File: config.mk
export PLATFORM = sky130hd
export DESIGN_NAME = dxt1_block_decoder
export DESIGN_NICKNAME = d
export VERILOG_FILES = /design/src/rtl/dxt1_pkg.sv /design/src/rtl/dxt1_desc_queue.sv /design/src/rtl/dxt1_front.sv /design/src/rtl/dxt1_back.sv /design/src/rtl/dxt1_block_decoder.sv
export VERILOG_INCLUDE_DIRS = /design/src /design/src/rtl
export SDC_FILE = /design/constraint.sdc
export NUM_CORES = 1
export LEC_CHECK = 0
export BUFFER_PORTS_ARGS = -buffer_cell sky130_fd_sc_hd__buf_2
export CORE_UTILIZATION = 48
export DETAILED_ROUTE_END_ITERATION = 7
export HOLD_SLACK_MARGIN = 0.15
export PLACE_DENSITY_LB_ADDON = 0.1
export SKIP_CTS_REPAIR_TIMING = 1
export SLEW_MARGIN = 40
export SYNTH_ARGS = -nofsm -noshare
export SYNTH_HDL_FRONTEND = slang
export SYNTH_SLANG_ARGS = --single-unit
File: constraint.sdc
create_clock -name clock -period 11.5 [get_ports clock]
set_input_delay 0.575 -clock clock [delete_from_list [all_inputs] [get_ports clock]]
set_output_delay 0.575 -clock clock [all_outputs]
set_load 0.005 [all_outputs]
File: src/rtl/assert_macros.svh
// ---------------------------------------------------------------------------
// Assertion macros
// Wrappers for concurrent checks; empty when SYNTHESIS is defined.
// ---------------------------------------------------------------------------
`ifndef ASSERT_MACROS_SVH
`define ASSERT_MACROS_SVH

`ifndef SYNTHESIS

// Check an implication in the same cycle, disabled during reset.
`define ASSERT_IMPLIES(label, clk, rst, ante, cons) \
   label: assert property (@(posedge clk) disable iff (rst) (ante) |-> (cons)) \
      else $error("%m: implication check failed");

// Check an implication in the next cycle, evaluated during reset too.
`define ASSERT_NEXT(label, clk, ante, cons) \
   label: assert property (@(posedge clk) (ante) |=> (cons)) \
      else $error("%m: next-cycle check failed");

`else

`define ASSERT_IMPLIES(label, clk, rst, ante, cons)
`define ASSERT_NEXT(label, clk, ante, cons)

`endif

`endif

File: src/rtl/dxt1_pkg.sv
// ---------------------------------------------------------------------------
// DXT1 decoder package
// Shared sizes, register indexes, transaction types and palette functions.
// ---------------------------------------------------------------------------
package dxt1_pkg;

   localparam int MAX_DIMENSION = 4096;

   // configuration register layout
   localparam int CFG_W = 13;
   localparam logic [CFG_W-1:0] CFG_RESET = 13'd4096;
   localparam logic REG_IMAGE_WIDTH  = 1'b0;
   localparam logic REG_IMAGE_HEIGHT = 1'b1;

   // derived sizes
   localparam int DIM_W   = $clog2(MAX_DIMENSION + 1);
   localparam int COORD_W = $clog2(MAX_DIMENSION);
   localparam int BCNT_W  = $clog2((MAX_DIMENSION + 3) / 4 + 1);
   localparam int COL_RAW = $clog2((MAX_DIMENSION + 3) / 4);
   localparam int COL_W   = (COL_RAW < 1) ? 1 : COL_RAW;

   localparam int OUT_COORD_W = 12;
   localparam int CHAN_W      = 8;

   localparam int DESC_DEPTH = 2;
   localparam int OUT_DEPTH  = 2;

   localparam logic [CHAN_W-1:0] ALPHA_OPAQUE = 8'd255;
   // reciprocal of three in 11 fractional bits
   localparam logic [9:0] RECIP3      = 10'd683;
   localparam int         RECIP3_SHIFT = 11;

   typedef struct packed {
      logic [CHAN_W-1:0] red;
      logic [CHAN_W-1:0] green;
      logic [CHAN_W-1:0] blue;
      logic [CHAN_W-1:0] alpha;
   } rgba_type;

   typedef rgba_type [3:0] palette_type;

   typedef struct packed {
      palette_type        pal;
      logic [31:0]        indices;
      logic [COORD_W-1:0] base_x;
      logic [COORD_W-1:0] base_y;
      logic [2:0]         ncols;
      logic [2:0]         nrows;
      logic               last_block;
   } desc_type;

   typedef struct packed {
      logic [OUT_COORD_W-1:0] pixel_x;
      logic [OUT_COORD_W-1:0] pixel_y;
      rgba_type               color;
      logic                   last_in_block;
      logic                   last_in_image;
   } pix_type;

   typedef struct packed {
      logic full;
      logic empty;
   } queue_status_type;

   // floor(x / 3) for x below 768
   function automatic logic [CHAN_W-1:0] div3(input logic [9:0] x);
      logic [19:0] prod;
      prod = x * RECIP3;
      return CHAN_W'(prod >> RECIP3_SHIFT);
   endfunction

   function automatic rgba_type widen565(input logic [15:0] c);
      rgba_type v;
      v.red   = {c[15:11], 3'b000};
      v.green = {c[10:5], 2'b00};
      v.blue  = {c[4:0], 3'b000};
      v.alpha = ALPHA_OPAQUE;
      return v;
   endfunction

   function automatic logic [CHAN_W-1:0] third(input logic [CHAN_W-1:0] a,
                                               input logic [CHAN_W-1:0] b);
      logic [9:0] s;
      s = {1'b0, a, 1'b0} + {2'b00, b};
      return div3(s);
   endfunction

   function automatic logic [CHAN_W-1:0] half(input logic [CHAN_W-1:0] a,
                                              input logic [CHAN_W-1:0] b);
      logic [CHAN_W:0] s;
      s = {1'b0, a} + {1'b0, b};
      return s[CHAN_W:1];
   endfunction

   function automatic palette_type decode_palette(input logic [15:0] c0,
                                                  input logic [15:0] c1);
      palette_type p;
      rgba_type    e0;
      rgba_type    e1;
      e0 = widen565(c0);
      e1 = widen565(c1);
      p[0] = e0;
      p[1] = e1;
      if (c0 > c1) begin
         p[2].red   = third(e0.red, e1.red);
         p[2].green = third(e0.green, e1.green);
         p[2].blue  = third(e0.blue, e1.blue);
         p[2].alpha = ALPHA_OPAQUE;
         p[3].red   = third(e1.red, e0.red);
         p[3].green = third(e1.green, e0.green);
         p[3].blue  = third(e1.blue, e0.blue);
         p[3].alpha = ALPHA_OPAQUE;
      end else begin
         p[2].red   = half(e0.red, e1.red);
         p[2].green = half(e0.green, e1.green);
         p[2].blue  = half(e0.blue, e1.blue);
         p[2].alpha = ALPHA_OPAQUE;
         p[3]       = '0;
      end
      return p;
   endfunction

endpackage

File: src/rtl/dxt1_desc_queue.sv
// ---------------------------------------------------------------------------
// DXT1 block descriptor queue
// Short register queue between the block front end and the pixel back end.
// ---------------------------------------------------------------------------
module dxt1_desc_queue import dxt1_pkg::*; (
   input  logic             clock,
   input  logic             reset,
   input  logic             push,
   input  desc_type         push_data,
   input  logic             pop,
   output desc_type         head,
   output queue_status_type status
);

   localparam int PTR_W = $clog2(DESC_DEPTH);
   localparam int CNT_W = $clog2(DESC_DEPTH + 1);

   desc_type               entry_ff [DESC_DEPTH];
   logic [PTR_W-1:0]       wr_ptr_ff, wr_ptr_in;
   logic [PTR_W-1:0]       rd_ptr_ff, rd_ptr_in;
   logic [CNT_W-1:0]       count_ff, count_in;

   always_comb begin
      wr_ptr_in = push ? wr_ptr_ff + 1'b1 : wr_ptr_ff;
      rd_ptr_in = pop  ? rd_ptr_ff + 1'b1 : rd_ptr_ff;
      count_in  = count_ff + CNT_W'(push) - CNT_W'(pop);
   end

   always_ff @(posedge clock) begin
      if (reset) begin
         wr_ptr_ff <= '0;
         rd_ptr_ff <= '0;
         count_ff  <= '0;
      end else begin
         wr_ptr_ff <= wr_ptr_in;
         rd_ptr_ff <= rd_ptr_in;
         count_ff  <= count_in;
      end
   end

   always_ff @(posedge clock) begin
      if (push) begin
         entry_ff[wr_ptr_ff] <= push_data;
      end
   end

   assign head         = entry_ff[rd_ptr_ff];
   assign status.full  = (count_ff == CNT_W'(DESC_DEPTH));
   assign status.empty = (count_ff == '0);

endmodule

File: src/rtl/dxt1_front.sv
// ---------------------------------------------------------------------------
// DXT1 block front end
// Holds the image size, tracks the block position, builds the palette and
// the visible extent of each block, and queues a descriptor for the back end.
// ---------------------------------------------------------------------------
module dxt1_front import dxt1_pkg::*; (
   input  logic             clock,
   input  logic             reset,
   input  logic             csr_write,
   input  logic             csr_index,
   input  logic [CFG_W-1:0] csr_data,
   input  logic             accept,
   input  logic [63:0]      block_word,
   output logic             push,
   output desc_type         push_data
);

   logic [CFG_W-1:0]  width_ff, height_ff;
   logic [COL_W-1:0]  col_ff, col_in;
   logic [COL_W-1:0]  row_ff, row_in;

   logic [DIM_W-1:0]  w_eff, h_eff;
   logic [DIM_W:0]    w_plus, h_plus;
   logic [BCNT_W-1:0] bx_count, by_count;
   logic [BCNT_W-1:0] col_inc, row_inc;
   logic [DIM_W:0]    rem_w, rem_h;
   logic              visible;

   function automatic logic [DIM_W-1:0] eff_dim(input logic [CFG_W-1:0] v);
      if (v == '0) begin
         return DIM_W'(1);
      end else if (32'(v) > MAX_DIMENSION) begin
         return DIM_W'(MAX_DIMENSION);
      end
      return DIM_W'(v);
   endfunction

   always_comb begin
      w_eff    = eff_dim(width_ff);
      h_eff    = eff_dim(height_ff);
      w_plus   = {1'b0, w_eff} + (DIM_W+1)'(3);
      h_plus   = {1'b0, h_eff} + (DIM_W+1)'(3);
      bx_count = BCNT_W'(w_plus >> 2);
      by_count = BCNT_W'(h_plus >> 2);
      col_inc  = BCNT_W'(col_ff) + BCNT_W'(1);
      row_inc  = BCNT_W'(row_ff) + BCNT_W'(1);
      visible  = (BCNT_W'(col_ff) < bx_count) && (BCNT_W'(row_ff) < by_count);

      push_data.pal        = decode_palette(block_word[15:0], block_word[31:16]);
      push_data.indices    = block_word[63:32];
      push_data.base_x     = COORD_W'({col_ff, 2'b00});
      push_data.base_y     = COORD_W'({row_ff, 2'b00});
      push_data.last_block = (col_inc == bx_count) && (row_inc == by_count);

      // columns and rows left inside the image, clipped to the block size
      rem_w = {1'b0, w_eff} - (DIM_W+1)'(push_data.base_x);
      rem_h = {1'b0, h_eff} - (DIM_W+1)'(push_data.base_y);
      push_data.ncols = (rem_w >= (DIM_W+1)'(4)) ? 3'd4 : rem_w[2:0];
      push_data.nrows = (rem_h >= (DIM_W+1)'(4)) ? 3'd4 : rem_h[2:0];

      // advance raster position, wrap at the end of a row and of the image
      col_in = col_ff;
      row_in = row_ff;
      if (accept) begin
         if (col_inc >= bx_count) begin
            col_in = '0;
            row_in = (row_inc >= by_count) ? '0 : COL_W'(row_inc);
         end else begin
            col_in = COL_W'(col_inc);
         end
      end
   end

   // blocks outside the image produce nothing
   assign push = accept && visible;

   always_ff @(posedge clock) begin
      if (reset) begin
         width_ff  <= CFG_RESET;
         height_ff <= CFG_RESET;
         col_ff    <= '0;
         row_ff    <= '0;
      end else begin
         col_ff <= col_in;
         row_ff <= row_in;
         if (csr_write && csr_index == REG_IMAGE_WIDTH) begin
            width_ff <= csr_data;
         end
         if (csr_write && csr_index == REG_IMAGE_HEIGHT) begin
            height_ff <= csr_data;
         end
      end
   end

endmodule

File: src/rtl/dxt1_back.sv
// ---------------------------------------------------------------------------
// DXT1 pixel back end
// Walks the visible pixels of the head descriptor, one per cycle while the
// output queue has room, and holds finished pixels in a short output queue.
// ---------------------------------------------------------------------------
module dxt1_back import dxt1_pkg::*; (
   input  logic             clock,
   input  logic             reset,
   input  desc_type         desc,
   input  queue_status_type desc_status,
   output logic             desc_pop,
   input  logic             out_pop,
   output pix_type          out_head,
   output logic             out_empty
);

   localparam int PTR_W = $clog2(OUT_DEPTH);
   localparam int CNT_W = $clog2(OUT_DEPTH + 1);

   logic [1:0]       px_ff, px_in;
   logic [1:0]       py_ff, py_in;
   pix_type          entry_ff [OUT_DEPTH];
   logic [PTR_W-1:0] wr_ptr_ff, wr_ptr_in;
   logic [PTR_W-1:0] rd_ptr_ff, rd_ptr_in;
   logic [CNT_W-1:0] count_ff, count_in;

   logic             fire;
   logic             row_end, col_end;
   logic [1:0]       ci;
   pix_type          pix;
   logic [COORD_W-1:0] x_full, y_full;

   always_comb begin
      fire    = !desc_status.empty && (count_ff != CNT_W'(OUT_DEPTH));
      col_end = ({1'b0, px_ff} == desc.ncols - 3'd1);
      row_end = ({1'b0, py_ff} == desc.nrows - 3'd1);
      ci      = desc.indices[{py_ff, px_ff, 1'b0} +: 2];
      x_full  = desc.base_x + COORD_W'(px_ff);
      y_full  = desc.base_y + COORD_W'(py_ff);

      pix.pixel_x       = OUT_COORD_W'(x_full);
      pix.pixel_y       = OUT_COORD_W'(y_full);
      pix.color         = desc.pal[ci];
      pix.last_in_block = col_end && row_end;
      pix.last_in_image = col_end && row_end && desc.last_block;

      desc_pop = fire && col_end && row_end;

      px_in = px_ff;
      py_in = py_ff;
      if (fire) begin
         if (col_end) begin
            px_in = '0;
            py_in = row_end ? 2'd0 : py_ff + 2'd1;
         end else begin
            px_in = px_ff + 2'd1;
         end
      end

      wr_ptr_in = fire    ? wr_ptr_ff + 1'b1 : wr_ptr_ff;
      rd_ptr_in = out_pop ? rd_ptr_ff + 1'b1 : rd_ptr_ff;
      count_in  = count_ff + CNT_W'(fire) - CNT_W'(out_pop);
   end

   always_ff @(posedge clock) begin
      if (reset) begin
         px_ff     <= '0;
         py_ff     <= '0;
         wr_ptr_ff <= '0;
         rd_ptr_ff <= '0;
         count_ff  <= '0;
      end else begin
         px_ff     <= px_in;
         py_ff     <= py_in;
         wr_ptr_ff <= wr_ptr_in;
         rd_ptr_ff <= rd_ptr_in;
         count_ff  <= count_in;
      end
   end

   always_ff @(posedge clock) begin
      if (fire) begin
         entry_ff[wr_ptr_ff] <= pix;
      end
   end

   assign out_head  = entry_ff[rd_ptr_ff];
   assign out_empty = (count_ff == '0);

endmodule

File: src/rtl/dxt1_block_decoder.sv
// ---------------------------------------------------------------------------
// DXT1 block decoder
// Decodes BC1 texture blocks in raster order into addressed RGBA pixels.
// ---------------------------------------------------------------------------
// Usage:
//  - Input queue: drive req_block_word and raise req_push; the transaction
//    is taken at an edge where req_full is low. One transaction is one
//    8-byte block, blocks in raster order across the image.
//  - Result queue: while rsp_empty is low the oldest pixel sits on the rsp_
//    ports; raise rsp_pop to take it. Up to sixteen pixels per block, row by
//    row, left to right; pixels beyond the image edge are dropped, and a
//    block wholly outside the image yields no pixel at all.
//  - Configuration: csr_write with csr_index 0 (width) or 1 (height) loads
//    csr_data at the edge. Write only while the decoder is idle.
//  - Flow: the first pixel of a block passes through the descriptor queue
//    and then the result queue before it reaches the rsp_ ports. Throughput is
//    one pixel per cycle while the result queue has room, set by the pixel
//    walker in the back end.
//  - A two-entry descriptor queue separates block classification from the
//    pixel walker, and a two-entry result queue absorbs a stalled receiver;
//    req_full rises whenever the descriptor queue holds two blocks.
//  - Reset clears both queues and the block position and sets the image
//    size to 4096 x 4096. No clearing pass is needed.
// ---------------------------------------------------------------------------
`include "assert_macros.svh"

module dxt1_block_decoder import dxt1_pkg::*; (
   input  logic                   clock,
   input  logic                   reset,
   input  logic                   req_push,
   output logic                   req_full,
   input  logic [63:0]            req_block_word,
   output logic                   rsp_empty,
   input  logic                   rsp_pop,
   output logic [OUT_COORD_W-1:0] rsp_pixel_x,
   output logic [OUT_COORD_W-1:0] rsp_pixel_y,
   output logic [CHAN_W-1:0]      rsp_red,
   output logic [CHAN_W-1:0]      rsp_green,
   output logic [CHAN_W-1:0]      rsp_blue,
   output logic [CHAN_W-1:0]      rsp_alpha,
   output logic                   rsp_last_in_block,
   output logic                   rsp_last_in_image,
   input  logic                   csr_write,
   input  logic                   csr_index,
   input  logic [CFG_W-1:0]       csr_data
);

   logic             req_accept;
   logic             desc_push;
   desc_type         desc_in;
   desc_type         desc_head;
   logic             desc_pop;
   queue_status_type desc_status;
   pix_type          out_head;
   logic             out_pop;

   // accept a block whenever the descriptor queue has room
   assign req_full   = desc_status.full;
   assign req_accept = req_push && !desc_status.full;

   // front: position, palette and clipping of each block
   dxt1_front u_front (
      .clock      (clock),
      .reset      (reset),
      .csr_write  (csr_write),
      .csr_index  (csr_index),
      .csr_data   (csr_data),
      .accept     (req_accept),
      .block_word (req_block_word),
      .push       (desc_push),
      .push_data  (desc_in)
   );

   // hold descriptors until the pixel walker is ready
   dxt1_desc_queue u_desc_queue (
      .clock     (clock),
      .reset     (reset),
      .push      (desc_push),
      .push_data (desc_in),
      .pop       (desc_pop),
      .head      (desc_head),
      .status    (desc_status)
   );

   // back: walk pixels and buffer them for the receiver
   assign out_pop = rsp_pop && !rsp_empty;

   dxt1_back u_back (
      .clock       (clock),
      .reset       (reset),
      .desc        (desc_head),
      .desc_status (desc_status),
      .desc_pop    (desc_pop),
      .out_pop     (out_pop),
      .out_head    (out_head),
      .out_empty   (rsp_empty)
   );

   assign rsp_pixel_x       = out_head.pixel_x;
   assign rsp_pixel_y       = out_head.pixel_y;
   assign rsp_red           = out_head.color.red;
   assign rsp_green         = out_head.color.green;
   assign rsp_blue          = out_head.color.blue;
   assign rsp_alpha         = out_head.color.alpha;
   assign rsp_last_in_block = out_head.last_in_block;
   assign rsp_last_in_image = out_head.last_in_image;

   // end of image is always also end of block
   `ASSERT_IMPLIES(a_image_end_is_block_end, clock, reset, !rsp_empty && rsp_last_in_image, rsp_last_in_block)
   // never release a descriptor the walker does not hold
   `ASSERT_IMPLIES(a_desc_pop_valid, clock, reset, desc_pop, !desc_status.empty)
   // reset leaves the result queue empty and the descriptor queue not full
   `ASSERT_NEXT(a_reset_clears, clock, reset, rsp_empty && !req_full)

endmodule

# Word-level counts from Yosys, hierarchy flattened
# Memories as Yosys holds them, arrays and structs flattened. A register that Yosys moved wholly into a read port is not among the register bits.
# Cells that the tools add are included.
word_totals:
  ff_bits: 58
  input_bits: 83
  elab_cells: 115
  output_inout_bits: 60
  mem_bits_rw: 426
  memories: 2
memory_table:
  columns: ["name", "depth", "width", "read_ports", "rd_ports_with_merged_regs", "write_ports", "line_no", "text"]
  rows:
  - ["u_desc_queue.entry_ff", 2, 155, 1, 1, 1, "dxt1_desc_queue.sv:18", "desc_type entry_ff [DESC_DEPTH];"]
  - ["u_back.entry_ff", 2, 58, 1, 1, 1, "dxt1_back.sv:22", "pix_type entry_ff [OUT_DEPTH];"]
classes:
  n_eq_ne: 6
  magnitude_cmp: 10
  shifts: 1
  n_mul: 6
  muxes: 27
  n_bitwise: 1
  reduce_logical: 21
  n_addsub: 29
ops:
  columns: ["operator", "n"]
  rows:
  - ["10-bit by 10-bit multiplier with 19-bit output (second input constant)", 6]
  - ["13-bit two-way mux", 6]
  - ["32-bit binary-select mux with 2-bit select", 1]
  - ["64-bit two-way mux", 1]
  - ["9-bit by 8-bit adder with 10-bit output", 6]
  - ["32-bit two-way mux", 1]
  - ["32-bit by 6-bit variable part select with 2-bit output", 1]
  - ["14-bit by 3-bit greater-or-equal comparator with 1-bit output (second input constant)", 2]
  - ["13-bit by 12-bit subtractor with 14-bit output", 2]
  - ["8-bit by 8-bit adder with 9-bit output", 3]
  - ["13-bit by 2-bit adder with 13-bit output (second input constant)", 2]
  - ["13-bit greater-than comparator (second input constant)", 2]
  - ["13-bit zero test", 2]
  - ["12-bit by 2-bit adder with 12-bit output", 2]
  - ["10-bit by 1-bit adder with 11-bit output (second input constant)", 2]
  - ["11-bit == test", 2]
  - ["11-bit greater-or-equal comparator", 2]
  - ["10-bit by 11-bit less-than comparator with 1-bit output", 2]
  - ["10-bit two-way mux", 2]
  - ["16-bit greater-than comparator", 1]
  - ["1-bit logical AND", 12]
  - ["1-bit two-way mux", 12]
  - ["2-bit by 3-bit == test with 1-bit output", 2]
  - ["3-bit two-way mux", 2]
  - ["other kinds (13)", 25]

# Logic depth before layout (Yosys ltp)
# Gate-level depths: netlist of the first run.
depth:
  word_depth: 10
  depth_mapped: 24
  ltp_nobuf: 24

# Hierarchy
# Synthesis of the first run repeated with hierarchy kept, for this count alone.
hier_totals:
  hier_cells: 2853
  area_unflattened_um2: 35292.6
by_module_without_submodules:
  columns: ["mod", "cells_per_inst", "seq_area_each_um2", "n_inst", "area_each_um2"]
  rows:
  - ["dxt1_front", 1714, 920.9, 1, 14531.4]
  - ["dxt1_desc_queue", 615, 11571.1, 1, 14122.3]
  - ["dxt1_back", 522, 3663.5, 1, 6611.3]
  - ["dxt1_block_decoder", 2, 0.0, 1, 27.5]

# Worst setup path before layout of the first run
# Ideal clock, no wire load.
synth_timing:
  kind: "flip-flop to flip-flop"
  startpoint: "register u_front.height_ff[3]"
  endpoint: "memory u_desc_queue.entry_ff[1][0] (netlist name) (enable)"
  t_arrival_ns: 8.733
  stages_incl_launch_ff: 16
  t_required_ns: 10.858
  setup_slack_ns: 2.125
  synth_period_minus_slack_ns: 9.375
  path_cell_list: "dfxtp_1 > clkbuf_1 > nor4_1 > nand3_1 > nand3_1 > o21ai_0 > a21oi_1 > ha_1 > nor2b_1 > o2111ai_1 > nand3_1 > o32ai_1 > a2111oi_0 > o311ai_0 > nand3_1 > nor2_1"
synth_via:
  elab_chain_len: 10
synth_lines:
  columns: ["item", "line_no", "text"]
  rows:
  - ["from (decl)", "dxt1_front.sv:18", "logic [CFG_W-1:0] width_ff, height_ff;"]
  - ["from (signal assigned)", "dxt1_front.sv:90", "height_ff <= csr_data;"]
  - ["13-bit greater-than comparator", "dxt1_front.sv:32", "end else if (32'(v) > MAX_DIMENSION) begin"]
  - ["1-bit two-way mux", "dxt1_front.sv:32", null]
  - ["1-bit two-way mux", "dxt1_front.sv:30", "if (v == '0) begin"]
  - ["13-bit two-way mux (*)", "dxt1_front.sv:35", "return DIM_W'(v);"]
  - ["13-bit by 2-bit adder with 13-bit output (*)", "dxt1_front.sv:42", "h_plus = {1'b0, h_eff} + (DIM_W+1)'(3);"]
  - ["10-bit by 11-bit less-than comparator with 1-bit output (*)", "dxt1_front.sv:47", "visible = (BCNT_W'(col_ff) < bx_count) && (BCNT_W'(row_ff) < by_count);"]
  - ["1-bit logical AND (*)", "dxt1_front.sv:47", null]
  - ["1-bit logical AND (*)", "dxt1_front.sv:75", "assign push = accept && visible;"]
  - ["1-bit two-way mux (*)", "dxt1_desc_queue.sv:42", "if (push) begin"]
  - ["1-bit two-way mux (not written as such) (*)", "dxt1_desc_queue.sv:43", "entry_ff[wr_ptr_ff] <= push_data;"]
  - ["to (decl)", "dxt1_desc_queue.sv:18", null]
# Every way passes the cells marked *; elsewhere a longest branch is shown, timed or not.

==> results of run 1 <==
==> worst paths after layout <==
path / slack (ns) / to / cells past startpoint
max: 5.23 / u_desc_queue.entry_ff[0][113]$_DFFE_PP_ / 23
min: 0.18 / u_desc_queue.entry_ff[1][50]$_DFFE_PP_ / 1
min reg2reg: 0.50 / u_front.width_ff[4]$_SDFFE_PP0P_ / 2
max reg2reg: 5.99 / u_desc_queue.entry_ff[0][76]$_DFFE_PP_ / 14
==> through the flow <==
step	setup slack [ns]	instances	power, mW	utilization	instance area, um2
6_report	5.226	3311	7.869	0.5393	31830
4_1_cts	5.229	3310	7.982	0.5387	31790
3_5_place_dp	4.626	3222	6.396	0.5122	30230
3_3_place_gp	4.641	3220	6.295	0.5114	30180
2_1_floorplan	2.125	2353	5.305	-	28630
5_1_grt	4.904	3311	8.562	0.5393	31830
==> synthesized netlist by cell type (all sizes together) (10+ instances only) <==
cell | n | area, um2
a211oi | 11 | 87.58
a21o | 24 | 180.2
a21oi | 94 | 470.5
a22o | 37 | 324.1
and2 | 14 | 88.84
and3 | 11 | 68.82
buf | 34 | 211.5
clkbuf | 33 | 123.9
dfxtp | 60 | 1201
edfxtp | 382 | 11470
fa | 73 | 1461
ha | 417 | 5218
inv | 219 | 822.0
mux2 | 72 | 814.5
mux2i | 77 | 770.7
mux4 | 28 | 630.6
nand2 | 113 | 424.2
nand2b | 24 | 150.1
nand3 | 36 | 180.2
nand4 | 17 | 106.4
nor2 | 141 | 539.3
nor2b | 51 | 319.1
nor3 | 34 | 170.2
nor4 | 12 | 90.09
o211ai | 11 | 87.58
o21a | 10 | 75.07
o21ai | 54 | 281.5
xnor2 | 109 | 954.7
xor2 | 35 | 306.5
==> kinds of logic (layout without fill, tap and decap cells) <==
family	after synthesis	after routing	share of synthesized area
flip-flops	442	442	0.4426
adder cells (fa/ha/maj)	491	491	0.2336
XOR/XNOR	144	144	0.04405
AND/OR/NAND/NOR	486	486	0.08352
buffers and inverters	287	472	0.04056
multiplexers	177	177	0.07740
AO/OA/AOI/OAI	326	326	0.07823
==> registers in the layout, indices dropped and copies added (netlist names), 2 cells and up, named ones only <==
register               flops
u_desc_queue.entry_ff    280
u_back.entry_ff          102
u_front.height_ff         13
u_front.width_ff          13
u_front.col_ff            10
u_front.row_ff            10
u_back.count_ff            2
u_back.px_ff               2
u_back.py_ff               2
u_desc_queue.count_ff      2
==> final cells by class <==
class / count / share of cell area
clock buffers: 63 / 0.03978
well taps: 773 / 0.03039
repair buffers: 164 / 0.02850
flip-flops and latches: 442 / 0.3983
inverters: 220 / 0.02610
clock inverters: 25 / 0.009356
multi-input cells: 1624 / 0.4676
==> power by group <==
group | switching (mW) | internal [mW]
sequential | 0.113 | 2.32
combinational | 2.22 | 1.68
clock | 0.637 | 0.897
==> metal layers <==
layer	part of all wire	GRT usage
met5	0	0
met1	0.44	0.2707
met2	0.49	0.3672
met4	0.027	0.06759
met3	0.038	0.02930
==> critical path: cells and delay by family <==
kind / cells / cell delay (ns)
buffers and inverters: 4 / 0.50
adder cells (fa/ha/maj): 8 / 2.88
AO/OA/AOI/OAI: 8 / 2.43
AND/OR/NAND/NOR: 3 / 0.22
==> results.cfg, run 1 <==
[sta]
fin_crit_sh = 0.5455
finalHoldViolations = 0
skew_ns = 0.01616
holdWs_ns = 0.1817
maxSlewHeadroom = 0.4873
finalMaxSlewViolations = 0
min_period_ns = 6.274
fmax_mhz = 159.4
worst_slew_pin_slew_ns = 0.7690
rsz0062_at_grt = false
setup_viol_count_final = 0
fin_tns_setup_ns = 0

[drt]
ant_nets = 0
drtIter0Drc = 682
drt-pass1-iter-count = 5
wl_um = 63070
detailroute.via_count = 18040
drc = 0
wire_per_inst_um = 19.05
via_per_inst = 5.447

[clocking]
cts_root_buf = clkbuf_16
cts_tree = yes
numCtsBuffers = 47
clockBufferDepth = 3
clkSlewWorstSetupHoldPaths_ns = 0.06
htree_levels = 2
cts_sinks = 442
worstSkewPairLatency_ns = 0.59

[setup_path]
crit_type = in -> reg
worstPathRequired_ns = 11.83
end_kind = flip-flop
cp_common_cell = ha_1
crit_path_top_delay_cell = fa_1
path_max_fanout = 8
path_cells = buf_2 -> ha_1 -> fa_1 -> a21o_1 -> a21oi_1 -> nor2b_1 -> o21ai_0 -> inv_1 -> ha_1 -> ha_1 -> inv_1 -> fa_1 -> inv_1 -> fa_1 -> ha_1 -> ha_1 -> nand4_1 -> nor2_1 -> o41a_1 -> o41a_1 -> a21o_1 -> a211o_1 -> a22o_1
startpoint_type = primary input
worstPathArrival_ns = 6.61
worstReg2RegStart = u_front.height_ff[12]$_SDFFE_PP1P_
startpoint = req_block_word[5]
slowest_delay_ns = 0.52

[placement]
hpwl_um = 47560
place.port_buffers = 142
gp_congestion = 0.8564

[floorplan]
die_w_um = 246.2
num_rows = 89
start_util = 0.4851
design.die.area_um2 = 60630
core_um2 = 59020
die_h_um = 246.2
io-pin-count = 143

[flow_run]
maxCapViolCount = 0

[pwr]
powerDensity_nw_per_um2 = 247.2
ir_worst_vdd_v = 0.0001329
power_leakage_nw = 13.29

[grt]
grt_overflow_total = 0
first_global_vias = 18730
grt_usage = 0.2115
grt_max_degree = 78
antenna_found_initial = 0
grt_pass1_wl_um = 100300

[synthesis]
synth-main-ff-cell = edfxtp_1
synthesis.nets = 2926
synthArstFlopShare = 0
synth-seq-area-share = 0.4426
synthCells = 2353
ys_ff_latch = 442
synthesis.area_um2 = 28630
synth-edff-count = 382
postSynthAreaPerCell_um2 = 12.17
yosys.cell_types.count = 78
yosys_warnings = 0

[final_layout]
mostFrequentLayoutCell = ha_1
nNetsFinal = 3072
antenna_cells = 0
drive_gt1_frac = 0.1458
area_growth_pct = 11.17
multi_input_area_um2 = 14880
ff_latch_area_um2 = 12680
layout_common_cells = ha_1, edfxtp_1, inv_1
fillers = 5099

[min_path]
hold_start = req_block_word[55]
hold_path_class = in -> reg

[status]
status = finished clean
(Power assumes the default switching activity.)
==> inputs of run 2 (changes only) <==
==> constraint.sdc (replaced) <==
create_clock -name clock -period 5.9 [get_ports clock]
set_input_delay 0.295 -clock clock [delete_from_list [all_inputs] [get_ports clock]]
set_output_delay 0.295 -clock clock [all_outputs]
set_load 0.005 [all_outputs]
==> results.cfg, run 2 (same netlist as run 1, synthesis figures left out) <==
[status]
status = finished clean

[placement]
place.port_buffers = 142
dp_cells = 3287
gp_congestion = 0.8766
hpwl_um = 48190

[floorplan]
die_h_um = 246.2
die_w_um = 246.2
core_um2 = 59020
start_util = 0.4851
design.die.area_um2 = 60630
num_rows = 89
io-pin-count = 143

[sta]
worst_slew_pin_slew_ns = 0.8344
setup_viol_count_final = 0
maxSlewHeadroom = 0.4423
skew_ns = 0.02189
finalMaxSlewViolations = 0
rsz0062_at_grt = false
finalHoldViolations = 0
min_period_ns = 5.623
fin_crit_sh = 0.9530
fmax_mhz = 177.9

[final_layout]
instances_no_fill = 3453
largest_reg_flops = 280
fillers = 4976
antenna_cells = 0
drive_gt1_frac = 0.1604
top_regs = u_desc_queue.entry_ff (280), u_back.entry_ff (102)
top_register = u_desc_queue.entry_ff
mostFrequentLayoutCell = ha_1
nNetsFinal = 3217
post-route-util = 0.5585
area_growth_pct = 15.13
layout_common_cells = ha_1, edfxtp_1, inv_1

[flow_run]
maxCapViolCount = 0

[clocking]
worstSkewPairLatency_ns = 0.59
clockBufferDepth = 3
htree_levels = 2
cts_tree = yes
clkSlewWorstSetupHoldPaths_ns = 0.06
cts_sinks = 442
numCtsBuffers = 45
cts_root_buf = clkbuf_16

[pwr]
p_clk_frac = 0.173
swShare = 0.3805
switching_power_mw = 5.850
ir_worst_vdd_v = 0.0002919
power_leakage_nw = 13.85
pwr-share-comb = 0.516
powerDensity_nw_per_um2 = 466.4
seq_power_share = 0.310
internal_power_mw = 9.525

[setup_path]
startpoint_type = primary input
worstPathRequired_ns = 6.22
worstPathArrival_ns = 5.94
path_max_fanout = 6
crit_type = in -> reg
end_kind = flip-flop

[drt]
wire_per_inst_um = 18.80
ant_nets = 0
detailroute.via_count = 18660
drt-pass1-iter-count = 5
drtIter0Drc = 772
via_per_inst = 5.403
wl_um = 64900
drc = 0

[grt]
grt_pass1_wl_um = 100500
grt_max_degree = 101
grt_overflow_total = 0
first_global_vias = 18800
grt_usage = 0.2127
antenna_found_initial = 0

[min_path]
hold_path_class = in -> reg
-- run 2: changes by cell type in the layout (fill, tap and decap cells not counted), moves of 3 or more --
cell,previous run,this run
buf_12,1,5
buf_4,17,77
bufinv_16,5,1
clkbuf_1,13,6
clkbuf_8,3,0
clkinv_1,5,10
clkinv_2,7,13
dlygate4sd3_1,0,83
inv_6,5,2
-- run 2: worst paths after layout --
path                                           from                                       to  slack [ns]  cells past startpoint
setup / recovery                 req_block_word[25]  u_desc_queue.entry_ff[0][113]$_DFFE_PP_        0.28                     22
hold / removal                              rsp_pop                                flip-flop        0.24                      4
setup reg to reg  u_front.height_ff[3]$_SDFFE_PP0P_   u_desc_queue.entry_ff[1][69]$_DFFE_PP_        1.23                     15
hold reg to reg   u_front.width_ff[11]$_SDFFE_PP0P_        u_front.width_ff[11]$_SDFFE_PP0P_        0.51                      2
-- run 2: final cells by class --
class | instances | area [um2] | share of cell area
Timing Repair Buffer | 311 | 2258 | 0.06851
Sequential cell | 442 | 12680 | 0.3846
Inverter | 220 | 829.5 | 0.02517
Multi-Input combinational cell | 1624 | 14870 | 0.4511
Tap cell | 773 | 967.2 | 0.02934
Clock inverter | 30 | 197.7 | 0.005997
Clock buffer | 53 | 1161 | 0.03522
-- run 2: power by group through the flow --
stage               sequential, mW  combinational [mW]  clock, mW
floorplan                     4.75                5.56          0
global placement              4.81                7.73          0
detailed placement            4.84                7.91          0
CTS                           4.78                8.01       2.73
global route                  4.84                9.01       2.84
finish                        4.77                7.94       2.67
-- run 2: layer usage --
metal	global-route usage	share of wire
met2	0.3776	0.51
met1	0.2713	0.44
met5	0	0
met4	0.05846	0.023
met3	0.02560	0.032
-- run 2: critical path, cell delays in order --
cell and delay (ns):
dlygate4sd3_1 0.54, buf_2 0.18, ha_1 0.36, a21oi_1 0.24
xor2_1 0.22, inv_1 0.10, buf_4 0.15, ha_1 0.27
ha_1 0.31, inv_1 0.06, fa_1 0.52, inv_1 0.05
fa_1 0.45, ha_1 0.30, ha_1 0.30, nand4_1 0.09
nor2_1 0.06, o41a_1 0.40, o41a_1 0.36, a21o_1 0.21
a211o_1 0.28, a22o_1 0.19
-- run 2: per-stage QoR --
| step | setup WS [ns] | instance area (um2) | TNS [ns] | power [mW] | hold slack, ns |
|---|---|---|---|---|---|
| 2_1_floorplan | 0.06345 | 28640 | 0 | 10.31 | 0.3939 |
| 3_3_place_gp | -0.07734 | 30720 | -0.1547 | 12.54 | 0.4843 |
| 3_5_place_dp | -0.1241 | 30770 | -0.3850 | 12.75 | 0.4870 |
| 4_1_cts | 0.4922 | 32130 | 0 | 15.52 | -0.1400 |
| 5_1_grt | 0.002109 | 32960 | 0 | 16.68 | 0.2323 |
| 6_report | 0.2774 | 32960 | 0 | 15.37 | 0.2388 |
==> inputs of run 3 (changes only) <==
--- a/config.mk
+++ b/config.mk
@@ -11,6 +11,7 @@
 export DETAILED_ROUTE_END_ITERATION = 7
 export HOLD_SLACK_MARGIN = 0.15
 export PLACE_DENSITY_LB_ADDON = 0.1
+export RECOVER_POWER = 25
 export SKIP_CTS_REPAIR_TIMING = 1
 export SLEW_MARGIN = 40
 export SYNTH_ARGS = -nofsm -noshare
==> results.cfg, run 3 (same netlist as run 1, synthesis figures left out) <==
[final_layout]
area_growth_pct = 15.02
fillers = 4989
top_regs = u_desc_queue.entry_ff (280), u_back.entry_ff (102)
multi_input_area_um2 = 14870
top_register = u_desc_queue.entry_ff
ff_latch_area_um2 = 12680
final_cell_area_um2 = 32930
largest_reg_flops = 280
drive_gt1_frac = 0.1504
nNetsFinal = 3217
layout_common_cells = ha_1, edfxtp_1, inv_1
antenna_cells = 0
mostFrequentLayoutCell = ha_1

[clocking]
cts_tree = yes
clockBufferDepth = 3
worstSkewPairLatency_ns = 0.59
htree_levels = 2
numCtsBuffers = 45
cts_sinks = 442
cts_root_buf = clkbuf_16
clkSlewWorstSetupHoldPaths_ns = 0.06

[grt]
grt_pass1_wl_um = 100500
grt_max_degree = 101
grt_usage = 0.2127
grt_overflow_total = 0
first_global_vias = 18800
antenna_found_initial = 0

[pwr]
switching_power_mw = 5.852
powerDensity_nw_per_um2 = 466.9
internal_power_mw = 9.522
p_clk_frac = 0.174
ir_worst_vdd_v = 0.0002923
seq_power_share = 0.310
pwr-share-comb = 0.516
swShare = 0.3807
power_leakage_nw = 13.77

[sta]
min_period_ns = 5.623
worst_slew_pin_slew_ns = 0.8311
rsz0062_at_grt = false
maxSlewHeadroom = 0.4445
fin_crit_sh = 0.9530
finalMaxSlewViolations = 0
worst_slack_ns = 0.2772
setup_viol_count_final = 0
fmax_mhz = 177.8
finalHoldViolations = 0
skew_ns = 0.02177

[drt]
detailroute.via_count = 18680
wire_per_inst_um = 18.77
via_per_inst = 5.410
dr_wl_met2_um = 32990
wl_met1_um = 28320
drc = 0
dr.max_layer_used = met4
drtIter0Drc = 746
drt-pass1-iter-count = 5
ant_nets = 0
wl_um = 64830
wl_met3_um = 2051

[setup_path]
worstPathArrival_ns = 5.94
critPathTopFamily = adder cells
slowest_delay_ns = 0.54
reg2reg_slack_ns = 1.21
crit_path_top_delay_cell = dlygate4sd3_1
path_cells = dlygate4sd3_1 -> buf_2 -> ha_1 -> a21oi_1 -> xor2_1 -> inv_1 -> buf_4 -> ha_1 -> ha_1 -> inv_1 -> fa_1 -> inv_1 -> fa_1 -> ha_1 -> ha_1 -> nand4_1 -> nor2_1 -> o41a_1 -> o41a_1 -> a21o_1 -> a211o_1 -> a22o_1
path_max_fanout = 6
startpoint_type = primary input
end_kind = flip-flop
cp_common_cell = ha_1
cp_num_buf_inv = 6
crit_type = in -> reg
worstPathRequired_ns = 6.22

[placement]
post-place-ws_ns = -0.1241
place.port_buffers = 142
gp_congestion = 0.8766
dpl_cell_area_um2 = 30770
hpwl_um = 48190

[floorplan]
start_util = 0.4851
design.die.area_um2 = 60630
core_um2 = 59020
die_h_um = 246.2
num_rows = 89
die_w_um = 246.2
io-pin-count = 143

[min_path]
hold_path_class = in -> reg

[flow_run]
maxCapViolCount = 0

[status]
status = finished clean
-- run 3: changes by cell type in the layout (fill, tap and decap cells not counted), sizes merged --
| cell | change |
|---|---|
| clkbuf | +28 |
| buf | -28 |
-- run 3: final cells by class --
cell class              count  share of cell area
multi-input cells        1624              0.4516
flip-flops and latches    442              0.3850
repair buffers            311             0.06756
clock buffers              53             0.03526
well taps                 773             0.02937
inverters                 220             0.02519
clock inverters            30            0.006004
-- run 3: worst register-to-register path, delay by kind of cell, from the launching register on --
family | cells | cell delay [ns]
compound gates | 6 | 1.62
fa+ha+maj | 1 | 0.29
buf+inv | 1 | 0.44
flops | 1 | 0.39
simple gates | 7 | 1.50
-- run 3: layer usage --
| metal | vias up | track usage |
|---|---|---|
| li1 | 9180 | - |
| met1 | 9147 | 0.2713 |
| met2 | 274 | 0.3776 |
| met3 | 81 | 0.02560 |
| met4 | 0 | 0.05846 |
| met5 | - | 0 |
-- run 3: worst paths after layout --
kind | endpoint | cells past startpoint | startpoint
max | u_desc_queue.entry_ff[0][113]$_DFFE_PP_ | 22 | req_block_word[25]
min | flip-flop | 4 | rsp_pop
max reg2reg | u_desc_queue.entry_ff[1][69]$_DFFE_PP_ | 15 | u_front.height_ff[3]$_SDFFE_PP0P_
min reg2reg | u_front.width_ff[11]$_SDFFE_PP0P_ | 2 | u_front.width_ff[11]$_SDFFE_PP0P_
-- run 3: per-stage QoR --
step,TNS (ns),cells,util,hold WS (ns),total power [mW]
2_1_floorplan,0,2353,-,0.3939,10.31
3_3_place_gp,-0.1547,3284,0.5206,0.4843,12.54
3_5_place_dp,-0.3850,3287,0.5213,0.4870,12.75
4_1_cts,0,3370,0.5443,-0.1400,15.52
5_1_grt,0,3453,0.5579,0.2323,16.68
6_report,0,3453,0.5579,0.2389,15.37
-- run 3: power groups by stage --
stage	Clock (mW)	Sequential (mW)	Combinational (mW)
finish	2.67	4.77	7.94
detailed placement	0	4.84	7.91
CTS	2.73	4.78	8.01
global route	2.84	4.84	9.01
global placement	0	4.81	7.73
floorplan	0	4.75	5.56
